`config.mk`:
```
export PLATFORM = sky130hd
export DESIGN_NAME = platform_interrupt_controller
export DESIGN_NICKNAME = d
export VERILOG_FILES = /design/src/sv/pic_pkg.sv /design/src/sv/platform_interrupt_controller.sv
export SDC_FILE = /design/constraint.sdc
export NUM_CORES = 1
export LEC_CHECK = 0
export BUFFER_PORTS_ARGS = -buffer_cell sky130_fd_sc_hd__clkbuf_2
export CAP_MARGIN = 20
export CELL_PAD_IN_SITES_DETAIL_PLACEMENT = 0
export CELL_PAD_IN_SITES_GLOBAL_PLACEMENT = 2
export CORE_MARGIN = 2
export CORE_UTILIZATION = 40
export DETAILED_ROUTE_END_ITERATION = 6
export HOLD_SLACK_MARGIN = 0.05
export PLACE_DENSITY_LB_ADDON = 0.08
export RECOVER_POWER = 100
export SYNTH_ARGS = -nofsm -noshare
export SYNTH_HDL_FRONTEND = slang
export SYNTH_SLANG_ARGS = --single-unit
```
`constraint.sdc`:
```
create_clock -name clk -period 8 [get_ports clk]
set_input_delay 0.4 -clock clk [delete_from_list [all_inputs] [get_ports clk]]
set_output_delay 0.4 -clock clk [all_outputs]
set_load 0.01 [all_outputs]
```
`src/sv/pic_pkg.sv`:
```
// package with types, constants and helpers of the interrupt controller
package pic_pkg;

    localparam int SOURCES      = 32;
    localparam int HARTS        = 1;
    localparam int PRIORITY_MAX = 7;

    localparam int PRIO_W = $clog2(PRIORITY_MAX + 1);
    localparam int ID_W   = $clog2(SOURCES);

    localparam logic [SOURCES-1:0] VALID_MASK = {{(SOURCES-1){1'b1}}, 1'b0};

    localparam logic [21:0] ADDR_PENDING   = 22'h001000;
    localparam logic [21:0] ADDR_ENABLE    = 22'h002000;
    localparam logic [11:0] CTX_THRESHOLD  = 12'h000;
    localparam logic [11:0] CTX_CLAIM      = 12'h004;

    typedef enum logic [1:0] {
        KIND_SAMPLE = 2'd0,
        KIND_READ   = 2'd1,
        KIND_WRITE  = 2'd2,
        KIND_SPARE  = 2'd3
    } kind_t;

    typedef struct packed {
        logic [1:0]  kind;
        logic [21:0] address;
        logic [31:0] write_data;
        logic [31:0] source_levels;
    } req_item_t;

    typedef struct packed {
        logic [31:0] read_data;
        logic        hart_irq;
    } rsp_item_t;

    typedef logic [SOURCES-1:0][PRIO_W-1:0] prio_array_t;

    function automatic logic [PRIO_W-1:0] clamp_prio(input logic [31:0] v);
        if (v > 32'(PRIORITY_MAX))
            return PRIO_W'(PRIORITY_MAX);
        else
            return v[PRIO_W-1:0];
    endfunction

    // highest priority above threshold, lowest id on ties, 0 when none
    function automatic logic [ID_W-1:0] best_id(
        input logic [SOURCES-1:0] cand,
        input prio_array_t        prio,
        input logic [PRIO_W-1:0]  thr
    );
        logic [SOURCES-1:0]    elig;
        logic [PRIORITY_MAX:0] hit;
        logic [PRIO_W-1:0]     top;
        logic [ID_W-1:0]       id;
        elig = '0;
        hit  = '0;
        top  = '0;
        id   = '0;
        for (int i = 0; i < SOURCES; i++)
        begin
            elig[i] = cand[i] && (prio[i] > thr);
        end
        for (int p = 1; p <= PRIORITY_MAX; p++)
        begin
            for (int i = 0; i < SOURCES; i++)
            begin
                if (elig[i] && (prio[i] == PRIO_W'(p)))
                    hit[p] = 1'b1;
            end
        end
        for (int p = 1; p <= PRIORITY_MAX; p++)
        begin
            if (hit[p])
                top = PRIO_W'(p);
        end
        for (int i = SOURCES - 1; i >= 1; i--)
        begin
            if (elig[i] && (prio[i] == top))
                id = ID_W'(i);
        end
        return id;
    endfunction

endpackage

```
`src/sv/platform_interrupt_controller.sv`:
```
// top level of the platform interrupt controller
//
//  channel   | handshake            | payload
//  ----------+----------------------+---------------------------
//  request   | start in, busy out   | kind, address, data, levels
//  response  | done out (strobe)    | read_data, hart_irq
//
// one transaction per cycle; busy never rises
// a taken request is held in the request registers and its response in the result registers
// claim search and register decode sit between the request and result registers
// asynchronous reset clears all priorities, enables, thresholds, pending and in-service bits
// the receiver cannot stall: each response is shown for exactly one cycle
module platform_interrupt_controller (
    input  logic                clk,
    input  logic                rst_n,
    input  logic                start,
    output logic                busy,
    input  pic_pkg::req_item_t  request,
    output logic                done,
    output pic_pkg::rsp_item_t  response
);
    import pic_pkg::*;

    logic        in_valid_reg;
    req_item_t   in_item_reg;
    logic        out_valid_reg;
    rsp_item_t   out_item_reg;

    prio_array_t                          prio_reg, prio_next;
    logic [SOURCES-1:0]                   pending_reg, pending_next;
    logic [SOURCES-1:0]                   in_service_reg, in_service_next;
    logic [HARTS-1:0][SOURCES-1:0]        enable_reg, enable_next;
    logic [HARTS-1:0][PRIO_W-1:0]         threshold_reg, threshold_next;

    rsp_item_t           rsp_next;
    logic                is_rd, is_wr, aligned;
    logic [21:0]         addr;
    logic [SOURCES-1:0]  pend_s;
    logic [20:0]         en_off;
    logic                in_prio, in_pend, in_en, in_ctx;
    logic [SOURCES-1:0]  en_ctx;
    logic [PRIO_W-1:0]   thr_ctx;
    logic                ctx_hit;
    logic [ID_W-1:0]     claim_id;
    logic [SOURCES-1:0]  done_bit;
    logic [SOURCES-1:0]  gt0;

    assign busy     = 1'b0;
    assign done     = out_valid_reg;
    assign response = out_item_reg;

    always_ff @(posedge clk or negedge rst_n)
    begin
        if (!rst_n)
        begin
            in_valid_reg   <= 1'b0;
            out_valid_reg  <= 1'b0;
            prio_reg       <= '0;
            pending_reg    <= '0;
            in_service_reg <= '0;
            enable_reg     <= '0;
            threshold_reg  <= '0;
        end
        else
        begin
            in_valid_reg  <= start && !busy;
            out_valid_reg <= in_valid_reg;
            if (in_valid_reg)
            begin
                prio_reg       <= prio_next;
                pending_reg    <= pending_next;
                in_service_reg <= in_service_next;
                enable_reg     <= enable_next;
                threshold_reg  <= threshold_next;
            end
        end
    end

    always_ff @(posedge clk)
    begin
        if (start && !busy)
            in_item_reg <= request;
        if (in_valid_reg)
            out_item_reg <= rsp_next;
    end

    always_comb
    begin
        addr    = in_item_reg.address;
        is_rd   = (in_item_reg.kind == KIND_READ);
        is_wr   = (in_item_reg.kind == KIND_WRITE);
        aligned = (addr[1:0] == 2'b00);

        // sample the source lines first
        pend_s = pending_reg
               | (in_item_reg.source_levels[SOURCES-1:0] & ~in_service_reg & VALID_MASK);

        in_prio = aligned && (addr[21:12] == 10'd0);
        in_pend = aligned && (addr == ADDR_PENDING);
        in_en   = aligned && !addr[21] && (addr >= ADDR_ENABLE);
        in_ctx  = aligned && addr[21];
        en_off  = addr[20:0] - ADDR_ENABLE[20:0];

        en_ctx  = '0;
        thr_ctx = '0;
        ctx_hit = 1'b0;
        for (int h = 0; h < HARTS; h++)
        begin
            if (addr[20:12] == 9'(h))
            begin
                en_ctx  = enable_reg[h];
                thr_ctx = threshold_reg[h];
                ctx_hit = in_ctx;
            end
        end

        prio_next       = prio_reg;
        pending_next    = pend_s;
        in_service_next = in_service_reg;
        enable_next     = enable_reg;
        threshold_next  = threshold_reg;
        rsp_next        = '0;

        claim_id = best_id(pend_s & en_ctx & VALID_MASK, prio_reg, thr_ctx);
        done_bit = SOURCES'(1) << in_item_reg.write_data[ID_W-1:0];

        if (in_prio && (addr[11:2] < 10'(SOURCES)) && (addr[11:2] != 10'd0))
        begin
            if (is_rd)
                rsp_next.read_data = 32'(prio_reg[addr[ID_W+1:2]]);
            for (int i = 1; i < SOURCES; i++)
            begin
                if (is_wr && (addr[11:2] == 10'(i)))
                    prio_next[i] = clamp_prio(in_item_reg.write_data);
            end
        end

        if (in_pend && is_rd)
            rsp_next.read_data = 32'(pend_s);

        if (in_en && (en_off[6:0] == 7'd0))
        begin
            for (int h = 0; h < HARTS; h++)
            begin
                if (en_off[20:7] == 14'(h))
                begin
                    if (is_rd)
                        rsp_next.read_data = 32'(enable_reg[h]);
                    if (is_wr)
                        enable_next[h] = in_item_reg.write_data[SOURCES-1:0] & VALID_MASK;
                end
            end
        end

        if (ctx_hit && (addr[11:0] == CTX_THRESHOLD))
        begin
            if (is_rd)
                rsp_next.read_data = 32'(thr_ctx);
            for (int h = 0; h < HARTS; h++)
            begin
                if (is_wr && (addr[20:12] == 9'(h)))
                    threshold_next[h] = clamp_prio(in_item_reg.write_data);
            end
        end

        if (ctx_hit && (addr[11:0] == CTX_CLAIM))
        begin
            if (is_rd)
            begin
                rsp_next.read_data = 32'(claim_id);
                if (claim_id != '0)
                begin
                    pending_next[claim_id]    = 1'b0;
                    in_service_next[claim_id] = 1'b1;
                end
            end
            else if (is_wr && (in_item_reg.write_data < 32'(SOURCES)))
            begin
                if ((done_bit & VALID_MASK & in_service_reg & en_ctx) != '0)
                    in_service_next = in_service_reg & ~done_bit;
            end
        end

        // interrupt line of hart 0 from the updated state
        for (int i = 0; i < SOURCES; i++)
        begin
            gt0[i] = prio_next[i] > threshold_next[0];
        end
        rsp_next.hart_irq = |(pending_next & enable_next[0] & VALID_MASK & gt0);
    end

endmodule

```
==> flow_summary_export.csv <==
group,metric,value,unit
status,status,"finished, violations left",
status,violations,"max-capacitance violations, max-slew violations",
power_and_ir_drop,power_density,113,nW/µm²
floorplan,io_pins,126,
layout,largest_register_ffs,93,
clock_tree,clockBufferDepth,3,
grt,grt_max_degree,82,
layout,fin_area,33100,µm²
critical_path,critPathMaxStageDelay,0.76,ns
yosys,avgSynthCellArea,8.97,µm²
layout,final_nets,3665,
critical_path,path_buf_inv,11,
timing,max-slew-margin-rel,-149,%
yosys,ys_ff_latch,313,
floorplan,die_x,259,µm
grt,antenna_found_initial,4,
place,place_congestion,1.05,
clock_tree,clk_pin_slew_worst_paths,0.07,ns
yosys,yosys-top-cells-area,"dfrtp_1, edfxtp_1, ha_1, mux2_2, a2111oi_0",
critical_path,cp-end-kind,"register",
yosys,syn_inst,2900,
route,vias,28100,
route,wl_met1,54000,µm
timing,min_period_over_period,99.6,%
layout,drive_gt1_share,25.8,%
floorplan,die_y,259,µm
layout,multiInputGateArea,16900,µm²
grt,grt_pass1_vias,26300,
timing,hold_viol,0,
route,wl_met2,57600,µm
yosys,synth-edff-count,120,
timing,finalSetupViolations,0,
yosys,async_flop_share,61.7,%
route,drtIter0Drc,3301,
place,placed_area,30600,µm²
grt,overflow,0,
place,dp.cells,4131,
timing,final.min_clock_period,7.97,ns
route,wl_per_cell,31.7,µm
timing,worst_pin_slew,3.74,ns
clock_tree,cts.sinks,313,
clock_tree,tritoncts,"yes",
route,via_per_inst,6.53,
yosys,synth_top_area_share,18.6,%
place,dp_hpwl,109000,µm
layout,area_growth,27.4,%
floorplan,num_rows,93,
yosys,ys_top_cells_by_count,"nand2_1, nor2_1, dfrtp_1, a21oi_1, o21ai_0",
grt,grt_usage,39.7,%
yosys,yosysTopAreaCell,"dfrtp_1",
yosys,yosysWarnings,0,
critical_path,cp.arrival,8.26,ns
route,top_layer,"met5",
route,postRouteAntennaNets,0,
clock_tree,numCtsBuffers,37,
hold_path,hp-class,"register to register",
route,first_pass_iters,6,
route,met3_length,14300,µm
critical_path,critPathMaxFanout,16,
yosys,yosys_most_used_dff,"dfrtp_1",
timing,max_freq,0.125,GHz
layout,nFillCells,5989,
place,io_buffers,123,
critical_path,path_class,"register to register",
critical_path,crit_slowest_cell,"a2111oi_0",
yosys,yosys.cell_count.top_type,"nand2_1",
clock_tree,htreeDepth,2,
route,drcViolationCount,0,
critical_path,start_kind,"register",
floorplan,core_area,64300,µm²
floorplan,start_util,40.4,%
yosys,syn_nets,3146,
critical_path,critPathRequiredTime,8.29,ns
job,maxCapViolCount,6,
yosys,synthesis.area,26000,µm²
route,routed_wl,136000,µm
grt,grt_pass1_wl,191000,µm
clock_tree,clk_latency,0.57,ns
power_and_ir_drop,irDropWorstVdd,192,µV
timing,slew_violations,343,
layout,regArea,8430,µm²
yosys,synth_seq_area_share,32.4,%
layout,fin_cells,4303,
yosys,synth_cell_types,106,
critical_path,path_common_cell,"buf_4",
floorplan,die-area,67100,µm²
timing,skew,0.0261,ns
critical_path,cp_top_family,"compound AO/OA/AOI/OAI gates",
power_and_ir_drop,leakagePower,0.0133,µW
clock_tree,cts_root_buffer,"clkbuf_16",
-- logic make-up after synthesis --
family | count (synthesis) | share of synthesized area (%)
AND/OR/NAND/NOR | 1024 | 20.5
buffers and inverters | 273 | 4.42
AO/OA/AOI/OAI | 920 | 25.6
XOR/XNOR | 57 | 1.92
flip-flops | 313 | 32.4
multiplexers | 157 | 7.65
other | 1 | 0.0144
adder cells (fa/ha/maj) | 155 | 7.46
-- routing by layer --
layer  GRT usage (%)  vias to the layer above
met4            25.5                        4
met1            52.5                    13800
met3            8.86                      336
met5               0                        -
li1                -                    12300
met2            58.5                     1706
-- layout make-up --
type | count | share of cell area (%)
antenna | 1 | 0.00755
tap | 855 | 3.23
clock inverter | 18 | 0.506
clock buffer | 49 | 3.05
sequential | 313 | 25.5
timing repair buffer | 687 | 15.9
multi-input combinational | 2314 | 51.1
inverter | 66 | 0.748
-- placed cells by master (no fill, tap or decap), drive strengths merged, types with 18 or more instances in the layout --
cell type / instances
o221ai: 33
a2111oi: 127
a21oi: 189
a211oi: 36
nand2b: 27
xnor2: 19
ha: 155
nand3b: 26
edfxtp: 120
mux4: 24
nand3: 93
inv: 69
o211ai: 31
nor3: 45
buf: 467
o21a: 26
a41oi: 18
o31ai: 44
and2: 44
nand2: 249
nor4: 58
o21ai: 166
clkbuf: 179
a32oi: 19
and3: 23
or3: 47
dfrtp: 193
nor2: 230
dlygate4sd3: 88
mux2i: 38
a31oi: 42
a21o: 59
mux2: 95
nand4: 34
xor2: 38
nor2b: 77
-- path summary, 6_finish.rpt --
check                           startpoint                to  slack [ns]  depth (start not counted)
worst max-delay path              addr[17]       response[0]        0.03                         32
worst min-delay path              register          register        0.40                          0
worst max register to register    addr[17]       response[0]        0.03                         32
worst min register to register    register          register        0.40                          0
max in group asynchronous            rst_n  threshold_reg[0]        2.86                          3
min in group asynchronous            rst_n    pending_reg[8]        1.70                          2
-- report_power, final --
| group | internal (µW) | switching, µW | total [µW] |
|---|---|---|---|
| logic | 94.2 | 175 | 269 |
| registers | 1730 | 46.8 | 1770 |
| clock network | 963 | 737 | 1700 |
| total | 2780 | 959 | 3740 |
-- repair_timing --
| item | in CTS | in global routing |
|---|---|---|
| resized for setup | 11 | 90 |
| endpoints found under the hold margin | 148 | 0 |
| setup endpoints to repair | 13 | 54 |
| cloned | 0 | 0 |
| hold buffers | 88 | 0 |
| pin swaps | 1 | 23 |
| setup buffers | 0 | 13 |
-- stage by stage --
| step | power [µW] | utilization (%) | hold slack [ns] | setup slack [ns] | setup TNS, ns |
|---|---|---|---|---|---|
| 3_5_place_dp | 2030 | 47.5 | 0.367 | -0.288 | -1.15 |
| 5_1_grt | 3830 | 51.5 | 0.401 | -0.0343 | -0.0343 |
| 3_3_place_gp | 2030 | 47.5 | 0.365 | -0.334 | -1.14 |
| 4_1_cts | 3750 | 50.8 | 0.275 | 0.00920 | 0 |
| 2_1_floorplan | 1890 | - | 0.104 | 0.725 | 0 |
| 6_report | 3740 | 51.5 | 0.399 | 0.0294 | 0 |
Note: power is estimated with default switching activity, not from simulation.
